--- config.mk ---
export PLATFORM = sky130hd
export DESIGN_NAME = framed_packet_receiver
export DESIGN_NICKNAME = d
export VERILOG_FILES = /design/src/fpr_pkg.sv /design/src/fpr_cell.sv /design/src/framed_packet_receiver.sv
export SDC_FILE = /design/constraint.sdc
export NUM_CORES = 1
export LEC_CHECK = 0
export ABC_AREA = 1
export BUFFER_PORTS_ARGS = -buffer_cell sky130_fd_sc_hd__buf_2
export CAP_MARGIN = 0
export CORE_ASPECT_RATIO = 1.1
export CORE_MARGIN = 2
export CORE_UTILIZATION = 48
export CTS_BUF_LIST = sky130_fd_sc_hd__clkbuf_2
export DETAILED_ROUTE_END_ITERATION = 7
export PLACE_DENSITY_LB_ADDON = 0.25
export SYNTH_ARGS = -nofsm -noshare
export SYNTH_HDL_FRONTEND = slang
export SYNTH_SLANG_ARGS = --single-unit
export TNS_END_PERCENT = 50
--- constraint.sdc ---
create_clock -name i_clk -period 20.3 [get_ports i_clk]
set_clock_uncertainty 0.2 [all_clocks]
set_input_delay 6.09 -clock i_clk [delete_from_list [all_inputs] [get_ports i_clk]]
set_output_delay 6.09 -clock i_clk [all_outputs]
set_load 0.02 [all_outputs]
--- src/fpr_pkg.sv ---
// Shared types and constants for the framed packet receiver.
`default_nettype none

package fpr_pkg;

    // Frame marker bytes
    localparam logic [7:0] START_BYTE = 8'h06;
    localparam logic [7:0] SYNC_BYTE  = 8'h85;

    // Configuration register indexes
    localparam logic [2:0] REG_SLOT_COUNT = 3'd0;
    localparam logic [2:0] REG_SLOT0_SIZE = 3'd1;
    localparam int         NUM_SIZE_REGS  = 4;

    // Result status codes
    localparam logic STATUS_OK  = 1'b0;
    localparam logic STATUS_ERR = 1'b1;

    // Receiver phase
    typedef enum logic [3:0] {
        ST_HUNT,
        ST_SYNC,
        ST_LEN,
        ST_IDX,
        ST_DATA,
        ST_CHECK,
        ST_ALIGN,
        ST_DRAIN,
        ST_ERR
    } t_phase;

endpackage

`default_nettype wire

--- src/fpr_cell.sv ---
// One byte cell of the payload shift chain.
`default_nettype none

module fpr_cell (
    input  wire logic       i_clk,
    input  wire logic       i_shift,
    input  wire logic [7:0] i_byte,
    output logic      [7:0] o_byte
);

    logic [7:0] r_byte;

    // Take the neighbor's byte whenever the chain moves
    always_ff @(posedge i_clk) begin
        if (i_shift) begin
            r_byte <= i_byte;
        end
    end

    assign o_byte = r_byte;

endmodule

`default_nettype wire

--- src/framed_packet_receiver.sv ---
// Framed packet receiver: top level with header FSM, checksum and payload cell chain.
// Accepts one received byte per cycle while hunting for a frame, reading its header,
// payload and check byte. A good check byte starts a commit: the payload sits in a
// chain of MAX_LEN byte cells fed from the top, so it first moves down until its
// first byte sits in cell 0, then one result per output transfer is read from cell
// 0 while the chain shifts, L results in all (L = frame length). A bad check byte
// gives one error result. Input is stalled after the check byte until the last
// result is taken. No clearing pass is needed after reset.
`default_nettype none

module framed_packet_receiver #(
    parameter int MAX_SLOTS = 4,
    parameter int MAX_LEN   = 32
) (
    input  wire logic       i_clk,
    input  wire logic       i_rst_n,
    // configuration
    input  wire logic       i_cfg_we,
    input  wire logic [2:0] i_cfg_index,
    input  wire logic [5:0] i_cfg_data,
    // received bytes
    input  wire logic       i_rx_valid,
    output logic            o_rx_ready,
    input  wire logic [7:0] i_rx_byte,
    // results
    output logic            o_valid,
    input  wire logic       i_ready,
    output logic      [1:0] o_slot,
    output logic      [4:0] o_offset,
    output logic      [7:0] o_data,
    output logic            o_status,
    output logic            o_last
);

    localparam int CW = $clog2(MAX_LEN + 1);
    localparam int SW = (MAX_SLOTS > 1) ? $clog2(MAX_SLOTS) : 1;

    // Configuration registers
    logic [2:0] r_slot_count;
    logic [5:0] r_slot_size [MAX_SLOTS];

    always_ff @(posedge i_clk) begin
        if (!i_rst_n) begin
            r_slot_count <= '0;
            for (int s = 0; s < MAX_SLOTS; s++) begin
                r_slot_size[s] <= 6'd1;
            end
        end else if (i_cfg_we) begin
            if (i_cfg_index == fpr_pkg::REG_SLOT_COUNT) begin
                r_slot_count <= i_cfg_data[2:0];
            end
            for (int s = 0; s < MAX_SLOTS; s++) begin
                if (s < fpr_pkg::NUM_SIZE_REGS &&
                    i_cfg_index == fpr_pkg::REG_SLOT0_SIZE + 3'(s)) begin
                    r_slot_size[s] <= i_cfg_data;
                end
            end
        end
    end

    // Control state
    fpr_pkg::t_phase r_state, n_state;
    logic [7:0]      r_len,   n_len;
    logic [1:0]      r_slot,  n_slot;
    logic [CW-1:0]   r_cnt,   n_cnt;
    logic [7:0]      r_chk,   n_chk;

    logic       w_in_xfer;
    logic       w_out_xfer;
    logic       w_shift;
    logic [7:0] w_tail;
    logic       w_drop;
    logic       w_last;
    logic [5:0] w_size;
    logic [7:0] w_chain [MAX_LEN+1];

    assign w_in_xfer  = i_rx_valid && o_rx_ready;
    assign w_out_xfer = o_valid && i_ready;

    // Header acceptance: slot in range, length nonzero, within bound, matching slot size
    always_comb begin
        w_size = '0;
        if (i_rx_byte < 8'(MAX_SLOTS)) begin
            w_size = r_slot_size[i_rx_byte[SW-1:0]];
        end
        w_drop = (i_rx_byte >= {5'd0, r_slot_count}) || (i_rx_byte >= 8'(MAX_SLOTS)) ||
                 (r_len == 8'd0) || (r_len > 8'(MAX_LEN)) || (r_len != {2'b00, w_size});
    end

    assign w_last = ((9'(r_cnt) + 9'd1) == {1'b0, r_len});

    // Next state and datapath
    always_comb begin
        n_state = r_state;
        n_len   = r_len;
        n_slot  = r_slot;
        n_cnt   = r_cnt;
        n_chk   = r_chk;
        w_shift = 1'b0;
        unique case (r_state)
            fpr_pkg::ST_HUNT: begin
                if (w_in_xfer && i_rx_byte == fpr_pkg::START_BYTE) begin
                    n_state = fpr_pkg::ST_SYNC;
                end
            end
            fpr_pkg::ST_SYNC: begin
                if (w_in_xfer) begin
                    if (i_rx_byte == fpr_pkg::SYNC_BYTE) begin
                        n_state = fpr_pkg::ST_LEN;
                    end else begin
                        n_state = fpr_pkg::ST_HUNT;
                        n_cnt   = '0;
                    end
                end
            end
            fpr_pkg::ST_LEN: begin
                if (w_in_xfer) begin
                    n_len   = i_rx_byte;
                    n_state = fpr_pkg::ST_IDX;
                end
            end
            fpr_pkg::ST_IDX: begin
                if (w_in_xfer) begin
                    n_cnt = '0;
                    if (w_drop) begin
                        n_state = fpr_pkg::ST_HUNT;
                    end else begin
                        n_slot  = i_rx_byte[1:0];
                        n_chk   = r_len;
                        n_state = fpr_pkg::ST_DATA;
                    end
                end
            end
            fpr_pkg::ST_DATA: begin
                if (w_in_xfer) begin
                    w_shift = 1'b1;
                    n_chk   = r_chk ^ i_rx_byte;
                    n_cnt   = r_cnt + CW'(1);
                    if ((9'(r_cnt) + 9'd1) >= {1'b0, r_len}) begin
                        n_state = fpr_pkg::ST_CHECK;
                    end
                end
            end
            fpr_pkg::ST_CHECK: begin
                if (w_in_xfer) begin
                    if (i_rx_byte == r_chk) begin
                        if (r_cnt == CW'(MAX_LEN)) begin
                            n_state = fpr_pkg::ST_DRAIN;
                            n_cnt   = '0;
                        end else begin
                            n_state = fpr_pkg::ST_ALIGN;
                        end
                    end else begin
                        n_state = fpr_pkg::ST_ERR;
                        n_cnt   = '0;
                    end
                end
            end
            fpr_pkg::ST_ALIGN: begin
                // move the payload down until its first byte sits in cell 0
                w_shift = 1'b1;
                n_cnt   = r_cnt + CW'(1);
                if (r_cnt == CW'(MAX_LEN - 1)) begin
                    n_state = fpr_pkg::ST_DRAIN;
                    n_cnt   = '0;
                end
            end
            fpr_pkg::ST_DRAIN: begin
                if (w_out_xfer) begin
                    if (w_last) begin
                        n_state = fpr_pkg::ST_HUNT;
                        n_cnt   = '0;
                    end else begin
                        w_shift = 1'b1;
                        n_cnt   = r_cnt + CW'(1);
                    end
                end
            end
            fpr_pkg::ST_ERR: begin
                if (w_out_xfer) begin
                    n_state = fpr_pkg::ST_HUNT;
                end
            end
            default: begin
                n_state = fpr_pkg::ST_HUNT;
                n_cnt   = '0;
            end
        endcase
    end

    always_ff @(posedge i_clk) begin
        if (!i_rst_n) begin
            r_state <= fpr_pkg::ST_HUNT;
            r_len   <= '0;
            r_slot  <= '0;
            r_cnt   <= '0;
            r_chk   <= '0;
        end else begin
            r_state <= n_state;
            r_len   <= n_len;
            r_slot  <= n_slot;
            r_cnt   <= n_cnt;
            r_chk   <= n_chk;
        end
    end

    // Payload cell chain: fed at the top, read at cell 0
    assign w_tail = (r_state == fpr_pkg::ST_DATA) ? i_rx_byte : 8'd0;
    assign w_chain[MAX_LEN] = w_tail;

    for (genvar g = 0; g < MAX_LEN; g++) begin : g_cell
        fpr_cell u_cell (
            .i_clk   (i_clk),
            .i_shift (w_shift),
            .i_byte  (w_chain[g+1]),
            .o_byte  (w_chain[g])
        );
    end

    // Outputs
    always_comb begin
        o_rx_ready = 1'b0;
        o_valid    = 1'b0;
        o_slot     = r_slot;
        o_offset   = 5'(r_cnt);
        o_data     = w_chain[0];
        o_status   = fpr_pkg::STATUS_OK;
        o_last     = w_last;
        unique case (r_state)
            fpr_pkg::ST_HUNT, fpr_pkg::ST_SYNC, fpr_pkg::ST_LEN,
            fpr_pkg::ST_IDX, fpr_pkg::ST_DATA, fpr_pkg::ST_CHECK: begin
                o_rx_ready = 1'b1;
            end
            fpr_pkg::ST_DRAIN: begin
                o_valid = 1'b1;
            end
            fpr_pkg::ST_ERR: begin
                o_valid  = 1'b1;
                o_offset = '0;
                o_data   = '0;
                o_status = fpr_pkg::STATUS_ERR;
                o_last   = 1'b1;
            end
            default: begin
                o_rx_ready = 1'b0;
            end
        endcase
    end

endmodule

`default_nettype wire

==> results by group, run 1 <==
CTS
  – CTS clock-pin slew for the worst setup and hold paths: 110 ps
  – H-tree depth: 3
  – TritonCTS Buffers: between 70 and 80
  – CTS tree: built
  – CTS Sinks: between 300 and 400
  – Post_cts resized: 0
  – Postcts setup bufs: 0
  – Clock root cell: clkbuf_2
  – Clk_lat worst skew: 810 ps
  – Max Root-Sink Buffers: 3
  – Hold_buf cts: 0

STA
  – Fin Hold WS: 188 ps
  – Final Hold Vio Count: 0
  – Slew Limit Headroom: between 30% and 40%
  – Number of setup violations in the final report: 0
  – Setup_tns: 0 ps
  – Minimum clock period: 9000 ps
  – RSZ-0062 raised after global routing: false
  – Setup ws final: 11300 ps
  – Part of the cycle the worst path needs: 44.3%
  – Max Clk Rate: roughly 0.11 GHz
  – Worst-margin pin slew: 1040 ps
  – Fin. max-slew vios: 0

Worst setup path
  – CP Class: reg2out
  – WP data required: 14010 ps
  – Crit path launch type: flop
  – Critical Path Sink Type: primary output
  – Reg2reg start: r_cnt[2]
  – CP arrival: about 2700 ps
  – Crit Path Max Fanout: 6
  – Critical path launch point: r_cnt[2]

Global route
  – Number of global-route vias before repair: 5906
  – First-pass GRT wire length: 28500 um
  – Pin count of the biggest net entering global routing: 88
  – Total GRT Usage: 14.8%
  – Initial antenna violation count: 2
  – Gr ovfl total: 0

Route
  – Drt pass-1 iters: 5
  – Initial DRC count: 414
  – Drt total wl: 17600 um
  – Via count: 5986
  – Via density: between 4 and 5
  – Wire length per cell: 14.1 um
  – ANT nets after route: 0
  – DRC Markers: 0

Cells and area
  – Multi-input logic area: 1730 um2
  – Most frequent cells in the layout: 280 x edfxtp_1, 132 x nand2_1, 108 x clkbuf_2, 90 x inv_1, 90 x nor2_1
  – Seq. cell area: 9030 um2
  – Layout Utilization: 54.1%
  – Layout cells sized above 1: 17.3%
  – Fillers: slightly below 2000
  – Commonest non-fill, non-tap cell in the layout: edfxtp_1
  – Layout area overhead: 10.4%
  – Fin nets: just over 900
  – Post-route cell area: 12400 um2

Run
  – Max Cap Viol: 0

Die
  – Initial Util: between 40% and 50%
  – Top Ports: 41
  – Rows: between 50 and 60
  – Die Area: ~25000 um2
  – Die width: 150 um
  – Core Region: 22900 um2
  – Die Y-Extent: 164 um

Logic synthesis
  – Avg Inst Size Synth: 14.2 um2
  – Synth Instances: 790
  – Top cells by area, synth: edfxtp_1 75%, dfxtp_1 5.5%, nand2_1 4.4%
  – Yosys cell types: 28
  – Top-area cell type share of the netlist area: roughly three quarters
  – Register area share after synthesis: between 80% and 90%
  – Dominant cell type by area after synthesis: edfxtp_1
  – Synthesized area: 11200 um2
  – Syn. warnings: 0
  – Register bit total from synthesis: 311
  – Post-Syn Nets: approximately 820

Outcome
  – Status: complete, no violations

Placement
  – Global placer's final weighted congestion: ~0.9
  – Pre-CTS WS: roughly 11000 ps
  – DP Area: 11700 um2
  – # port buffers: 40
  – Post-DP HPWL: 10100 um

Power
  – VDD IR max: 37.9 uV
  – Leakage power: 4.71 nW
  – Power per cell area: 88.8 nW/um2

Worst hold path
  – Min-delay worst type: reg2reg
  – HP Start: g_cell[21].u_cell.o_byte[2]
## logic make-up (layout without fill, tap and decap cells)
logic type | count (synthesis) | after routing | synth area share [%]
flip-flops | 311 | 311 | 80.6
adder cells (fa/ha/maj) | 12 | 12 | 1.34
buffers and inverters | 109 | 268 | 3.95
other | 0 | 1 | 0
AO/OA/AOI/OAI | 67 | 67 | 3.06
AND/OR/NAND/NOR | 280 | 280 | 10.2
XOR/XNOR | 11 | 11 | 0.860
## sequential cells by signal, indices dropped and copies added, names as in the netlist
name	count
r_slot_size	24
r_chk	8
r_cnt	6
g_cell.u_cell.o_byte	256
r_state	4
r_slot_count	3
r_len	8
o_slot	2
## path summary, 6_finish.rpt
kind                            endpoint  slack, ps  cells past startpoint
max                               o_last      11300                      9
min          g_cell[20].u_cell.o_byte[2]        190                      0
max reg2reg   g_cell[3].u_cell.o_byte[5]      16220                     11
min reg2reg  g_cell[20].u_cell.o_byte[2]        190                      0
## metrics by stage
stage / power [mW] / std cells
6_report: 1.10 / 1250
3_5_place_dp: 0.732 / 1118
5_1_grt: 1.15 / 1250
3_3_place_gp: 0.732 / 1118
2_1_floorplan: 0.724 / 790
4_1_cts: 1.12 / 1249
## report_power, final
group / internal, mW / switching (mW) / total, mW
Combinational: 0.00759 / 0.0177 / 0.0253
Sequential: 0.691 / 0.00157 / 0.692
Clock: 0.143 / 0.236 / 0.380
## synth_stat cells
| master | number |
|---|---|
| xor2_1 | 7 |
| a21oi_1 | 37 |
| o21bai_1 | 1 |
| nand3b_1 | 1 |
| ha_1 | 12 |
| xnor2_1 | 4 |
| nand3_1 | 40 |
| o21ai_0 | 25 |
| inv_1 | 90 |
| buf_4 | 2 |
| o211ai_1 | 1 |
| buf_2 | 5 |
| dfxtp_1 | 31 |
| nor3_2 | 1 |
| nor2_1 | 90 |
| clkbuf_1 | 6 |
| nand2_2 | 1 |
| o21ai_1 | 2 |
| nand4_1 | 6 |
| buf_1 | 1 |
| a211oi_1 | 1 |
| buf_6 | 2 |
| nand2_1 | 132 |
| nor3_1 | 8 |
| inv_6 | 1 |
| edfxtp_1 | 280 |
| inv_2 | 2 |
| nor2_2 | 1 |
## area by class of cell
cell class | instances | area share, %
Sequential cell | 311 | 73.0
Multi-Input combinational cell | 370 | 14.0
Clock buffer | 108 | 4.37
Tap cell | 300 | 3.04
Inverter | 93 | 2.86
Timing Repair Buffer | 44 | 1.86
Clock inverter | 23 | 0.810
Antenna cell | 1 | 0.0202
## per-layer routing
metal,global-route usage (%),wire [um],vias up
met5,0,0,-
li1,-,-,2980
met1,20.1,8210,2809
met4,8.15,511,0
met3,4.31,957,43
met2,21.6,7910,154
## worst max-delay path: stages, from the launching register on
cell and delay [ps]:
dfxtp_1 450, nand3_1 150, nor3_1 200, xor2_1 140, ha_1 310, nand2_1 50
nor2_1 150, nand4_1 180, nand2_1 130, buf_2 170
Power figures use the tool's default switching activity.
==> run 2: changes to the inputs <==
Clock period 20.3 ns to 9.3 ns, I/O delays scaled along.
==> run 2 against run 1 <==
Effect of this change:
- register-to-register slack worse by 11000 ps
- clock-buffer cell count is 1 lower
- wire length fell by 1.4%
- flip-flop and latch count is the same
- critical path depth increased by 3
- critical endpoint unchanged
- largest cell class unchanged
- largest power group unchanged
==> results by group, run 2 (synthesis results as in run 1) <==
Worst setup path
  – Crit path launch type: flop
  – Critical path launch point: r_cnt[0]
  – WP data required: 6310 ps
  – CP Class: reg2out
  – Reg2reg start: r_cnt[2]
  – Critical Path Sink Type: primary output
  – CP Buf/Inv Count: 3
  – CP arrival: about 2800 ps
  – Slowest stage delay, CP: 420 ps
  – Critical path's slowest cell: dfxtp_1
  – Crit Path Max Fanout: 4
  – Most frequent CP cell: nand2_1
  – Critical-path cell list: ha_1, nand3_1, nor2_1, inv_1, nand2_1, inv_1, ha_1, nand2_1, nor2_1, nand4_1, nand2_1, buf_2
  – CP top delay family: simple AND/OR/NAND/NOR gates

Cells and area
  – Commonest non-fill, non-tap cell in the layout: edfxtp_1
  – Multi-input logic area: 1730 um2
  – Seq. cell area: 9030 um2
  – Fin nets: 929
  – Layout cells sized above 1: 17.1%
  – Max FFs per register: approximately 260
  – Layout area overhead: 10.8%
  – Fillers: 1970
  – Most frequent cells in the layout: 280 x edfxtp_1, 132 x nand2_1, 107 x clkbuf_2, 90 x nor2_1, 89 x inv_1
  – Fin cells: 1254

STA
  – Minimum clock period: 5780 ps
  – Fin. max-slew vios: 0
  – Number of setup violations in the final report: 0
  – Max Clk Rate: 0.173 GHz
  – Setup ws final: 3520 ps
  – RSZ-0062 raised after global routing: false
  – Worst-margin pin slew: 899 ps
  – Final Hold Vio Count: 0
  – Setup_tns: 0 ps
  – Part of the cycle the worst path needs: 62.1%
  – Slew Limit Headroom: 39.9%

Route
  – Drt total wl: 17300 um
  – Max Used Layer: met4
  – DRC Markers: 0
  – Met2 WL post-DR: between 7000 and 8000 um
  – Wire length per cell: 13.8 um
  – ANT nets after route: 0
  – Wire length on met1: 7960 um
  – Initial DRC count: 424
  – Drt pass-1 iters: 4
  – Via count: between 6000 and 7000
  – Via density: 4.80
  – Routed wl met3: 1140 um

Die
  – Top Ports: 41
  – Core Region: around 23000 um2
  – Die Area: 24600 um2
  – Die width: 150 um
  – Rows: 58
  – Die Y-Extent: 164 um
  – Initial Util: approximately half

Power
  – Leakage power: approximately 4.7 nW
  – Total power: 2.42 mW
  – VDD IR max: 79.5 uV
  – Power per cell area: 195 nW/um2

Global route
  – First-pass GRT wire length: 28300 um
  – Number of global-route vias before repair: 5841
  – Gr ovfl total: 0
  – Pin count of the biggest net entering global routing: 136
  – Total GRT Usage: roughly 15%
  – Initial antenna violation count: 1

Placement
  – Dpl cells: 1117
  – # port buffers: 40
  – Post-DP HPWL: 9940 um
  – Global placer's final weighted congestion: 0.849
  – Pre-CTS WS: a little under 3000 ps

Worst hold path
  – HP Start: g_cell[31].u_cell.o_byte[3]
  – Min-delay worst type: reg2reg

CTS
  – CTS Sinks: 311
  – Post_cts resized: 0
  – Max Root-Sink Buffers: 3
  – Clk_lat worst skew: 790 ps
  – CTS tree: built
  – Clock root cell: clkbuf_2
  – Hold_buf cts: 0
  – CTS clock-pin slew for the worst setup and hold paths: ~90 ps
  – TritonCTS Buffers: 76
  – Postcts setup bufs: 0
  – H-tree depth: 3

Outcome
  – Status: complete, no violations

Run
  – Max Cap Viol: 0
run 2: cell count changes in the layout (fill, tap and decap cells not counted), sizes merged:
cell,delta
bufinv,+1
clkinv,+8
buf,-1
clkbuf,-1
clkinvlp,-2
inv,-1
run 2: report_power, final:
group	switching (mW)	internal, mW
clock network	0.512	0.340
registers	0.00326	1.51
logic	0.0387	0.0167
total	0.554	1.86
run 2: path summary, 6_finish.rpt:
kind              depth (start not counted)                     endpoint  slack (ps)
setup / recovery                         12                       o_last        3520
hold reg to reg                           0  g_cell[30].u_cell.o_byte[3]         200
setup reg to reg                         11  g_cell[10].u_cell.o_byte[3]        5160
hold / removal                            0  g_cell[30].u_cell.o_byte[3]         200
run 2: layout make-up:
type                            instances  share of cell area [%]
Tap cell                              300                    3.02
Clock buffer                          107                    4.31
Antenna cell                            1                  0.0202
Multi-Input combinational cell        370                    13.9
Timing Repair Buffer                   43                    1.90
Sequential cell                       311                    72.7
Inverter                               93                    2.91
Clock inverter                         29                    1.15
run 2: worst register-to-register path: cells and delay by family, from the launching register on:
family	cells	cell delay, ps
DFF	1	460
buffers and inverters	2	1410
AOI/OAI and AO/OA	1	410
xor gates and xnor gates	1	240
and+or+nand+nor	6	710
adders and majority gates	1	280
run 2: stage by stage:
| stage | hold WS [ps] | utilization (%) | cell area (um2) |
|---|---|---|---|
| after floorplan | 200 | - | 11200 |
| after global placement | 201 | 51.3 | 11700 |
| after detailed placement | 205 | 51.3 | 11700 |
| after CTS | 196 | 54.3 | 12400 |
| after global routing | 190 | 54.3 | 12400 |
| final | 200 | 54.3 | 12400 |
run 2: routing by layer:
metal | up-vias | GRT usage [%]
met2 | 174 | 21.6
li1 | 2985 | -
met3 | 38 | 4.25
met1 | 2825 | 20.3
met5 | - | 0
met4 | 0 | 7.38
